===== config.mk =====
export PLATFORM = sky130hd
export DESIGN_NAME = pcm_ram
export DESIGN_NICKNAME = d
export VERILOG_FILES = /design/src/hw/rtl/pcm_ram.sv
export SDC_FILE = /design/constraint.sdc
export NUM_CORES = 1
export LEC_CHECK = 0
export ABC_AREA = 1
export ABC_CLOCK_PERIOD_IN_PS = 3780
export BUFFER_PORTS_ARGS = -buffer_cell sky130_fd_sc_hd__buf_2
export CORE_MARGIN = 3
export CORE_UTILIZATION = 30
export CTS_BUF_LIST = sky130_fd_sc_hd__clkbuf_4
export DETAILED_ROUTE_END_ITERATION = 16
export HOLD_SLACK_MARGIN = 0.1
export PLACE_DENSITY_LB_ADDON = 0.15
export SLEW_MARGIN = 15
export SYNTH_ARGS = -nofsm -noshare
export SYNTH_HDL_FRONTEND = slang
export SYNTH_SLANG_ARGS = --single-unit

===== constraint.sdc =====
create_clock -name clk -period 3.78 [get_ports clk]
set_clock_uncertainty 0.2 [all_clocks]
set_input_delay 0.189 -clock clk [delete_from_list [all_inputs] [get_ports clk]]
set_output_delay 0.189 -clock clk [all_outputs]
set_load 0.005 [all_outputs]

===== src/hw/rtl/pcm_ram.sv =====
`default_nettype none
// Simple dual-port RAM, registered read, no reset on contents.
module pcm_ram #(
	parameter int WIDTH = 8,
	parameter int DEPTH = 16
) (
	input  wire logic                                 clk,
	input  wire logic                                 we,
	input  wire logic [(DEPTH > 1 ? $clog2(DEPTH) : 1)-1:0] waddr,
	input  wire logic [WIDTH-1:0]                     wdata,
	input  wire logic [(DEPTH > 1 ? $clog2(DEPTH) : 1)-1:0] raddr,
	output logic      [WIDTH-1:0]                     rdata
);
	logic [WIDTH-1:0] mem [DEPTH];

	always_ff @(posedge clk) begin
		if (we) begin
			mem[waddr] <= wdata;
		end
		rdata <= mem[raddr];
	end
endmodule
`default_nettype wire


# [Word-level counts from Yosys, hierarchy flattened]
# Memories as Yosys holds them, arrays and structs flattened. A register that Yosys moved wholly into a read port is not among the register bits.
# Cells that the tools add are included.
[classes] muxes=2
[op_table] op="2-to-1 mux 1 bit" n=2
[totals] regBits=0 ramBits=128 in_bits=18 out_inout_bits=8 wordCells=3 mem_count=1
[memory_table] memory="mem" depth=16 word_bits=8 read_ports=1 rd_clocked_by_memory_dff=1 write_ports=1 line="14" text="logic [WIDTH-1:0] mem [DEPTH];"

# [Depth between registers and ports, before layout]
# Gate-level depths: netlist of run 1.
[logic_depth] word_depth=2 depth_mapped=8 mapped_depth_nobuf=7

# [Worst setup path before layout of run 1]
# No wires, ideal clock.
[synth_path] kind="input to register" from="input waddr[2] (netlist name)" to="memory mem[10][0] (enable)" setup_time_ns=0.370 arrival_time_ns=0.770 required_ns=3.210 slack_ns=2.440 stages=2 n_path_buf=0 path_cell_list="nand3b_1 nor2_1"
[synth_lines] element="start, declared" line="9" text="input wire logic [(DEPTH > 1 ? $clog2(DEPTH) : 1)-1:0] waddr,"
[synth_lines] element="end, declared" line="14"
# No word-level cell before the write port.

# [Worst setup path in the final report of run 1]
[layout_path] from="input waddr[2] (netlist name)" to="memory mem[3][7] (enable)"
# No word-level cell before the write port.

==> impl_metrics.yaml, run 1 <==
outcome:
  status: "complete, no violations"
route:
  wl_mm: 13.8
  ant_nets: 0
  wl_per_cell_um: 16.5
  drt_iter0_markers: 224
  route.detailed.drc: 0
  drtPass1Iterations: 4
  vias: 3685
  vias_per_cell: 4.38
pwr:
  vdd_drop_max_mv: 0.168
  power_density_nw_per_um2: 438
  power_mw: 2.86
  p_leak_nw: 2.76
global_routing:
  grt.overflow.total: 0
  grt_max_degree: 65
  antenna_found_initial: 1
  grt_pass1_wl_mm: 21.4
  grt_use_total_pct: 14.2
  grt_pass1_vias: 3733
placed_design:
  place_congestion: 0.767
  portBuffers: 25
  dpl.hpwl_mm: 8.38
yosys:
  ys.warnings.count: 0
  syn-num-nets: 569
  avgSynthCellArea_sq_um: 10.5
  synthTopCellsByArea: "edfxtp_1 67%, nand2_1 11%, nand3_1 8.4%"
  yosysTopAreaCellShare_pct: 66.7
  syn_area_sq_um: 5770
  synth_top_cell_by_area: "edfxtp_1"
  synth_seq_cells: 136
  syn_inst: 551
  ys_seq_area_share_pct: 69.4
  ys_types: 12
clocking:
  cts_tree: "yes"
  clk_latency_ns: 0.53
  htreeDepth: 4
  clk_path_buf_depth: 2
  cts_resized: 0
  clkSinkCount: 136
  cts_setup_buffers: 0
  cts-buffers-inserted: 17
  cts_hold_buf: 20
  path_clk_slew_ns: 0.11
  clockRootBuffer: "clkbuf_4"
setup_path:
  crit_top_cell: "dlygate4sd3_1"
  reg2reg_depth: 8
  r2r_slack_ns: 1.51
  critPathLaunchType: "input port"
  critPathTopFamily: "buffers and inverters"
  setup.worst_path.class: "input port to flip-flop"
  critPathBufInv: 5
  crit_path_cell_trace: "dlygate4sd3_1, buf_2, nor2_1, dlygate4sd3_1, nand2_1, dlygate4sd3_1, nor2_1, dlygate4sd3_1"
  crit_required_ns: 3.79
  reg2reg_from: "mem[12][6]"
  critical-path-max-stage-delay_ns: 0.78
  setup.worst_path.end_class: "flip-flop"
  cp_max_fo: 8
  critPathArrivalTime_ns: 3.07
  reg2reg_to: "rdata[6]"
  slowest_stage: "dlygate4sd3_1"
sta:
  fmax_mhz: 327
  setup_viol: 0
  period_minus_slack_ns: 3.06
  hold_slack_ns: 0.153
  slew_headroom_pct: 36.5
  final-max-slew-violation-count: 0
  tightest_slew_ns: 0.952
  hold_viol: 0
  finalSetupTns_ns: 0
  fin_crit_sh_pct: 81.0
  rsz0062_at_grt: "no"
hold_path:
  hold_depth: 6
  worst_hold_startpoint: "raddr[1]"
  hold-path-endpoint: "rdata[7]"
  min_path_type: "input port to flip-flop"
floorplan:
  initial_core_util_pct: 30.7
  die_h_um: 145
  coreArea_sq_um: 18800
  die-area_sq_um: 20900
  die_w_um: 145
  io_pins: 26
  fp-row-count: 50
cells_and_area:
  final_layout_size_suffix_gt1_share_pct: 9.41
  final_common_cell: "nand2_1"
  area_growth_pct: 13.1
  most-common-layout-cells: "173 x nand2_1, 128 x edfxtp_1, 100 x inv_1, 97 x nand3_1, 25 x buf_2"
  num-nets-final: 613
  fillers: 1938
run:
  drv_cap: 0
-- metrics by stage --
stage               util, %  instance area (sq um)  worst slack (ns)  instances
floorplan                 -                   5770              2.44        551
global placement       32.2                   6050              1.75        790
finish                 34.7                   6520             0.718        841
global route           34.7                   6520             0.698        841
detailed placement     32.2                   6050              1.76        790
CTS                    34.7                   6520             0.805        840
-- power breakdown --
part | total, mW | switching [mW] | internal [mW]
sequential | 1.69 | 0.00861 | 1.68
clock | 0.949 | 0.503 | 0.446
combinational | 0.216 | 0.148 | 0.0686
total | 2.86 | 0.659 | 2.20
-- worst min-delay path, stage by stage --
cell,delay (ns)
buf_2,0.10
buf_4,0.25
nand2_1,0.12
nand3_1,0.06
nand3_1,0.07
nand2_1,0.05
-- cells in the mapped netlist --
| library cell | instances |
|---|---|
| buf_1 | 1 |
| buf_2 | 13 |
| buf_4 | 4 |
| buf_6 | 6 |
| dfxtp_1 | 8 |
| edfxtp_1 | 128 |
| inv_1 | 100 |
| inv_2 | 2 |
| nand2_1 | 173 |
| nand3_1 | 97 |
| nand3b_1 | 2 |
| nor2_1 | 17 |
-- sequential cells by signal, summed over array words and instances, names as in the netlist --
signal,count
mem,128
rdata,8
-- cell type report --
| cell class | count | area [sq um] | area share, % |
|---|---|---|---|
| Inverter | 102 | 383 | 5.87 |
| Tap cell | 234 | 293 | 4.49 |
| Clock inverter | 12 | 135 | 2.07 |
| Multi-Input combinational cell | 289 | 1210 | 18.6 |
| Clock buffer | 18 | 135 | 2.07 |
| Sequential cell | 136 | 4000 | 61.4 |
| Antenna cell | 1 | 2.50 | 0.0384 |
| Timing Repair Buffer | 49 | 355 | 5.45 |
-- kinds of logic (layout without fill, tap and decap cells) --
group / Yosys count / in the layout / synth area share [%]
flip-flops: 136 / 136 / 69.4
other: 0 / 1 / 0
AND/OR/NAND/NOR: 289 / 289 / 21.0
buffers and inverters: 126 / 181 / 9.52
-- how the worst max path moves through the flow --
stage               startpoint    endpoint  slack [ns]  cells after the start
detailed placement    raddr[0]    rdata[3]        1.76                      8
global placement      raddr[1]    rdata[2]        1.75                      7
floorplan             waddr[2]  mem[10][0]        2.44                      2
global route          waddr[2]   mem[3][0]        0.70                      8
CTS                   waddr[2]   mem[3][3]        0.80                      8
finish                waddr[2]   mem[3][7]        0.72                      8
-- metal layers --
metal	wire length (um)	global-route usage, %	part of all wire (%)	up-vias
li1	-	-	-	1861
met1	6240	18.8	45	1735
met2	6760	22.9	49	83
met3	703	2.78	5.1	6
met4	144	5.55	1.0	0
met5	0	0	0	-
(Power assumes the default switching activity.)
==> inputs of run 2 (changes only) <==
--- a/config.mk
+++ b/config.mk
@@ -5,8 +5,8 @@
 export SDC_FILE = /design/constraint.sdc
 export NUM_CORES = 1
 export LEC_CHECK = 0
-export ABC_AREA = 1
-export ABC_CLOCK_PERIOD_IN_PS = 3780
+export ABC_AREA = 0
+export ABC_CLOCK_PERIOD_IN_PS = 2700
 export BUFFER_PORTS_ARGS = -buffer_cell sky130_fd_sc_hd__buf_2
 export CORE_MARGIN = 3
 export CORE_UTILIZATION = 30
==> constraint.sdc (replaced) <==
create_clock -name clk -period 2.7 [get_ports clk]
set_clock_uncertainty 0.2 [all_clocks]
set_input_delay 0.135 -clock clk [delete_from_list [all_inputs] [get_ports clk]]
set_output_delay 0.135 -clock clk [all_outputs]
set_load 0.005 [all_outputs]
==> run 2 against run 1 <==
  * Final area fell by 6.3%
  * Combinational power is 13% higher
  * Sequential share of layout area increased by 4.1 points
  * Hold slack improved by 0.060 ns
  * Final cell count down 36%
  * Clock power up 39%
  * Area after synthesis shrank 11%
  * Setup slack got worse by 0.62 ns
  * Non-clock buffer count is 15 higher
  * Critical path depth is 1 lower
  * Largest cell class unchanged
==> impl_metrics.yaml, run 2 <==
global_routing:
  grt_use_total_pct: 12.5
  grt.overflow.total: 0
  grt_pass1_wl_mm: 16.3
  met1_usage_pct: 17.8
  grt_max_degree: 33
  grt_use_met3_pct: 3.35
  grt_pass1_vias: 2647
  met2_usage_pct: 18.7
  antenna_found_initial: 1
  top_usage_layer: "met2"
placed_design:
  place_congestion: 0.756
  dpl.hpwl_mm: 6.72
  portBuffers: 25
  dp_slack_ns: 0.707
yosys:
  synthTopCellsByCount: "128 x edfxtp_1, 18 x mux4_2, 16 x a22oi_1"
  syn_area_sq_um: 5150
  ys_types: 19
  yosysTopAreaCellShare_pct: 74.7
  synth-edff-count: 128
  async_flop_share_pct: 0
  ys.warnings.count: 0
  syn_inst: 229
  ys_seq_area_share_pct: 77.8
  synth.most_common_cell: "edfxtp_1"
  syn-num-nets: 247
  synth_top_cell_by_area: "edfxtp_1"
  avgSynthCellArea_sq_um: 22.5
  synth_seq_cells: 136
  synthTopCellsByArea: "edfxtp_1 75%, mux4_2 7.9%, mux4_1 7.1%"
  synth_top_flop_cell: "edfxtp_1"
setup_path:
  critical-path-max-stage-delay_ns: 0.78
  setup.worst_path.class: "input port to flip-flop"
  critPathTopFamily: "buffers and inverters"
  slowest_stage: "dlygate4sd3_1"
  reg2reg_from: "mem[1][3]"
  critPathArrivalTime_ns: 2.86
  crit_required_ns: 2.95
  cp_max_fo: 6
  reg2reg_depth: 4
  critPathBufInv: 4
  crit_start: "raddr[3]"
  crit_path_cell_trace: "dlygate4sd3_1, buf_2, nor2_1, dlygate4sd3_1, a22oi_1, dlygate4sd3_1, nand2_1"
  critPathLaunchType: "input port"
  endpoint: "rdata[3]"
  setup.worst_path.end_class: "flip-flop"
  r2r_slack_ns: 0.68
  path_depth: 7
  crit_top_cell: "dlygate4sd3_1"
  reg2reg_to: "rdata[3]"
route:
  wl_mm: 10.8
  vias_per_cell: 4.67
  ant_nets: 0
  vias: 2497
  drtPass1Iterations: 4
  route.detailed.drc: 0
  wl_per_cell_um: 20.2
  drt_iter0_markers: 228
cells_and_area:
  num-nets-final: 320
  largest_reg_flops: 128
  final_layout_size_suffix_gt1_share_pct: 29.0
  top_regs: "mem (128), rdata (8)"
  fillers: 1587
  final_common_cell: "edfxtp_1"
  area_growth_pct: 18.8
  most-common-layout-cells: "128 x edfxtp_1, 25 x buf_2, 22 x dlygate4sd3_1, 19 x clkbuf_4, 18 x mux4_2"
  top_register: "mem"
run:
  drv_cap: 0
clocking:
  clk_path_buf_depth: 2
  htreeDepth: 4
  cts_tree: "yes"
  clkSinkCount: 136
  clockRootBuffer: "clkbuf_4"
  clk_latency_ns: 0.53
  path_clk_slew_ns: 0.10
  cts_setup_buffers: 0
  cts-buffers-inserted: 17
  cts_resized: 0
sta:
  fin_ws_ns: 0.0959
  slew_headroom_pct: 46.2
  period_minus_slack_ns: 2.60
  fin_crit_sh_pct: 96.4
  final-max-slew-violation-count: 0
  finalSetupTns_ns: 0
  fmax_mhz: 384
  rsz0062_at_grt: "no"
  tightest_slew_ns: 0.806
  hold_viol: 0
  setup_viol: 0
hold_path:
  min_path_type: "input port to flip-flop"
pwr:
  power_density_nw_per_um2: 643
  vdd_drop_max_mv: 0.198
  p_leak_nw: 2.05
floorplan:
  die_h_um: 137
  coreArea_sq_um: 16700
  die_w_um: 137
  fp-row-count: 47
  initial_core_util_pct: 30.8
  die-area_sq_um: 18800
  io_pins: 26
outcome:
  status: "complete, no violations"
-- run 2: changes by cell type after synthesis, sizes merged, moves of 2 or more --
cell / previous run / this run
mux4: 0 / 32
nor2: 17 / 13
inv: 102 / 0
nand2b: 0 / 2
nand3: 97 / 1
buf: 24 / 7
clkdlybuf4s25: 0 / 3
nor3: 0 / 4
nand2: 173 / 9
a22oi: 0 / 16
-- run 2: worst min-delay path by stage --
stage,slack (ns),startpoint,cells past startpoint,end
5_1_grt,0.21,raddr[0],5,rdata[6]
4_1_cts,0.17,raddr[0],5,rdata[6]
3_3_place_gp,0.32,rdata[0],1,rdata[0]
3_5_place_dp,0.32,rdata[7],1,rdata[7]
6_report,0.21,raddr[0],5,rdata[4]
2_1_floorplan,0.03,wdata[0],0,mem[0][0]
-- run 2: cells by family (layout without fill, tap and decap cells) --
| kind of cell | count (synthesis) | after routing | synth area share [%] |
|---|---|---|---|
| flops | 136 | 136 | 77.8 |
| compound gates | 16 | 16 | 2.33 |
| simple gates | 35 | 35 | 3.18 |
| buf+inv | 10 | 95 | 1.68 |
| other cells | 0 | 1 | 0 |
| mux | 32 | 32 | 15.0 |
-- run 2: what timing repair did --
action | in CTS | in global routing
endpoints found under the hold margin | 237 | 0
hold buffers | 22 | 0
endpoints found under the setup margin | 0 | 0
-- run 2: layer usage --
layer	up-vias	wire, um
li1	1129	-
met1	1302	5170
met2	57	5090
met3	9	463
met4	0	106
met5	-	0
-- run 2: cell type report --
class	instances	area (sq um)	share of cell area, %
antenna	1	2.50	0.0409
clock buffer	19	143	2.33
clock inverter	12	134	2.19
multi-input combinational	83	1060	17.3
sequential	136	4000	65.5
tap	220	275	4.50
timing repair buffer	64	498	8.15
-- run 2: stage by stage --
stage	area [sq um]	hold WS (ns)	util, %	power, mW	cells
floorplan	5150	0.0339	-	2.54	229
global placement	5610	0.316	33.6	2.64	481
detailed placement	5610	0.317	33.6	2.64	481
CTS	6110	0.172	36.6	3.98	534
global route	6110	0.207	36.6	4.10	535
finish	6110	0.213	36.6	3.93	535
-- run 2: power by group --
part / internal (mW) / switching [mW]
combinational: 0.113 / 0.130
clock: 0.642 / 0.678
sequential: 2.36 / 0.0133
-- run 2: worst register-to-register path: cells and delay by family, from the launching register on --
family,cells,cell delay (ns)
AND/OR/NAND/NOR,1,0.05
buffers and inverters,1,0.58
flip-flops,1,0.37
AO/OA/AOI/OAI,1,0.20
multiplexers,1,0.50
==> inputs of run 3 (changes only) <==
--- a/config.mk
+++ b/config.mk
@@ -5,7 +5,7 @@
 export SDC_FILE = /design/constraint.sdc
 export NUM_CORES = 1
 export LEC_CHECK = 0
-export ABC_AREA = 0
+export ABC_AREA = 1
 export ABC_CLOCK_PERIOD_IN_PS = 2700
 export BUFFER_PORTS_ARGS = -buffer_cell sky130_fd_sc_hd__buf_2
 export CORE_MARGIN = 3
==> run 3 against run 2 <==
  * Fmax rose by 2.8%
  * Routed wire length rose by 33%
  * Core utilization down 1.5 points
  * Sequential cell count stayed put
  * Global-route usage grew 2.1 points
  * Setup slack improved by 0.070 ns
  * Hold slack got worse by 0.046 ns
  * Clock power is 6% higher
  * Critical path depth is 2 higher
  * Count of clock-buffer cells in the layout increased by 6
  * Sequential power barely moved
  * Final cell count grew 58%
  * Critical endpoint is now rdata[0]
  * Largest power group unchanged
==> impl_metrics.yaml, run 3 (synthesis results as in run 1) <==
outcome:
  status: "complete, no violations"
global_routing:
  grt_use_total_pct: 14.7
  grt_max_degree: 65
  grt_pass1_vias: 3779
  grt.overflow.total: 0
  grt_pass1_wl_mm: 22.3
  antenna_found_initial: 1
route:
  vias: 3785
  route.met3.wl_um: 473
  drtPass1Iterations: 4
  vias_per_cell: 4.47
  ant_nets: 0
  route.detailed.drc: 0
  wl_mm: 14.4
  top_layer: "met4"
  drt_iter0_markers: 288
  wl_per_cell_um: 17.1
  wl_met1_mm: 6.63
  wl_met2_mm: 7.13
clocking:
  path_clk_slew_ns: 0.11
  clk_latency_ns: 0.53
  cts-buffers-inserted: 17
  clockRootBuffer: "clkbuf_4"
  cts_tree: "yes"
  clkSinkCount: 136
  htreeDepth: 4
  clk_path_buf_depth: 2
cells_and_area:
  final_layout_size_suffix_gt1_share_pct: 10.5
  top_register: "mem"
  fillers: 1939
  most-common-layout-cells: "173 x nand2_1, 128 x edfxtp_1, 99 x inv_1, 97 x nand3_1"
  final_common_cell: "nand2_1"
  regArea_sq_um: 4000
  num-nets-final: 617
  top_regs: "mem (128), rdata (8)"
  area_growth_pct: 14.3
  largest_reg_flops: 128
  multi_input_area_sq_um: 1210
pwr:
  swShare_pct: 22.4
  power_density_nw_per_um2: 620
  vdd_drop_max_mv: 0.269
  pwr-share-seq_pct: 58.0
  power_frac_clock_pct: 34.3
  combPwrFrac_pct: 7.6
  p_switching_mw: 0.915
  p_int_mw: 3.17
  p_leak_nw: 2.80
setup_path:
  setup.worst_path.end_class: "flip-flop"
  reg2reg_from: "mem[13][0]"
  reg2reg_depth: 8
  r2r_slack_ns: 0.46
  setup.worst_path.class: "input port to flip-flop"
  critPathLaunchType: "input port"
  slowest_stage: "dlygate4sd3_1"
  crit_required_ns: 2.98
  critical-path-max-stage-delay_ns: 0.56
  critPathBufInv: 5
  critPathTopFamily: "buffers and inverters"
  critPathArrivalTime_ns: 2.82
  reg2reg_to: "rdata[0]"
  cp_max_fo: 32
  crit_path_cell_trace: "dlygate4sd3_1, buf_2, inv_2, nand3_1, nand3_1, nand3_1, dlygate4sd3_1, nand2_1, dlygate4sd3_1"
hold_path:
  hold-path-endpoint: "rdata[3]"
  hold_depth: 7
  worst_hold_startpoint: "raddr[0]"
  min_path_type: "input port to flip-flop"
sta:
  finalSetupTns_ns: 0
  rsz0062_at_grt: "no"
  hold_viol: 0
  period_minus_slack_ns: 2.53
  slew_headroom_pct: 31.9
  fmax_mhz: 395
  final-max-slew-violation-count: 0
  hold_slack_ns: 0.167
  fin_crit_sh_pct: 93.8
  setup_viol: 0
  tightest_slew_ns: 1.02
floorplan:
  initial_core_util_pct: 30.7
  die-area_sq_um: 20900
  die_h_um: 145
  die_w_um: 145
  fp-row-count: 50
  coreArea_sq_um: 18800
  io_pins: 26
placed_design:
  portBuffers: 25
  dpl.hpwl_mm: 8.95
  place_congestion: 0.743
run:
  drv_cap: 0
==> run 3: cell types whose count changed in the layout (fill, tap and decap cells not counted), moves of 6 or more <==
cell and change:
buf_4 -10, mux4_2 -18, inv_1 +99, clkbuf_4 +6, nand2_1 +164, clkinv_2 -6
a22oi_1 -16, nand3_1 +96, mux4_1 -14
==> run 3: how the worst max path moves through the flow <==
stage / to / slack [ns] / from / cells after the start
2_1_floorplan: mem[10][0] / 1.41 / waddr[2] / 2
3_3_place_gp: mem[14][7] / 0.79 / waddr[0] / 4
3_5_place_dp: mem[14][7] / 0.82 / waddr[0] / 4
4_1_cts: rdata[0] / 0.20 / raddr[2] / 8
5_1_grt: rdata[0] / 0.02 / raddr[1] / 9
6_report: rdata[0] / 0.17 / raddr[1] / 9
==> run 3: per-stage QoR <==
step	utilization [%]	area, sq um	std cells	setup slack (ns)	power, mW
4_1_cts	35.0	6570	842	0.197	4.14
5_1_grt	35.1	6590	846	0.0203	4.27
3_3_place_gp	32.3	6050	789	0.789	2.71
6_report	35.1	6590	846	0.166	4.09
3_5_place_dp	32.3	6050	789	0.817	2.71
2_1_floorplan	-	5770	551	1.41	2.58
==> run 3: timing repair <==
item / CTS / global route
gates resized for setup: 0 / 1
endpoints found under the setup margin: 0 / 1
hold buffers: 22 / 0
hold endpoints to repair: 227 / 0
buffers inserted: 0 / 3
==> run 3: area by class of cell <==
class	count	share of cell area (%)
Antenna cell	1	0.0380
Clock buffer	25	2.85
Clock inverter	6	1.57
Inverter	102	5.86
Multi-Input combinational cell	289	18.4
Sequential cell	136	60.7
Tap cell	234	4.44
Timing Repair Buffer	53	6.11
==> run 3: worst register-to-register path, stage by stage (launching register included) <==
cell           delay [ns]
edfxtp_1             0.38
inv_1                0.07
nand2_1              0.05
nand3_1              0.11
nand3_1              0.11
nand3_1              0.10
dlygate4sd3_1        0.55
nand2_1              0.05
dlygate4sd3_1        0.55
==> run 3: power groups by stage <==
stage / clock (mW) / combinational (mW) / sequential [mW]
5_1_grt: 1.54 / 0.353 / 2.38
2_1_floorplan: 0 / 0.167 / 2.42
6_report: 1.40 / 0.313 / 2.37
3_3_place_gp: 0 / 0.290 / 2.42
4_1_cts: 1.45 / 0.317 / 2.37
3_5_place_dp: 0 / 0.291 / 2.42
==> run 3: layer usage <==
metal  up-vias  GRT usage, %
met4         0          4.71
met1      1836          19.4
met3        15          2.91
li1       1870             -
met2        64          24.3
met5         -             0
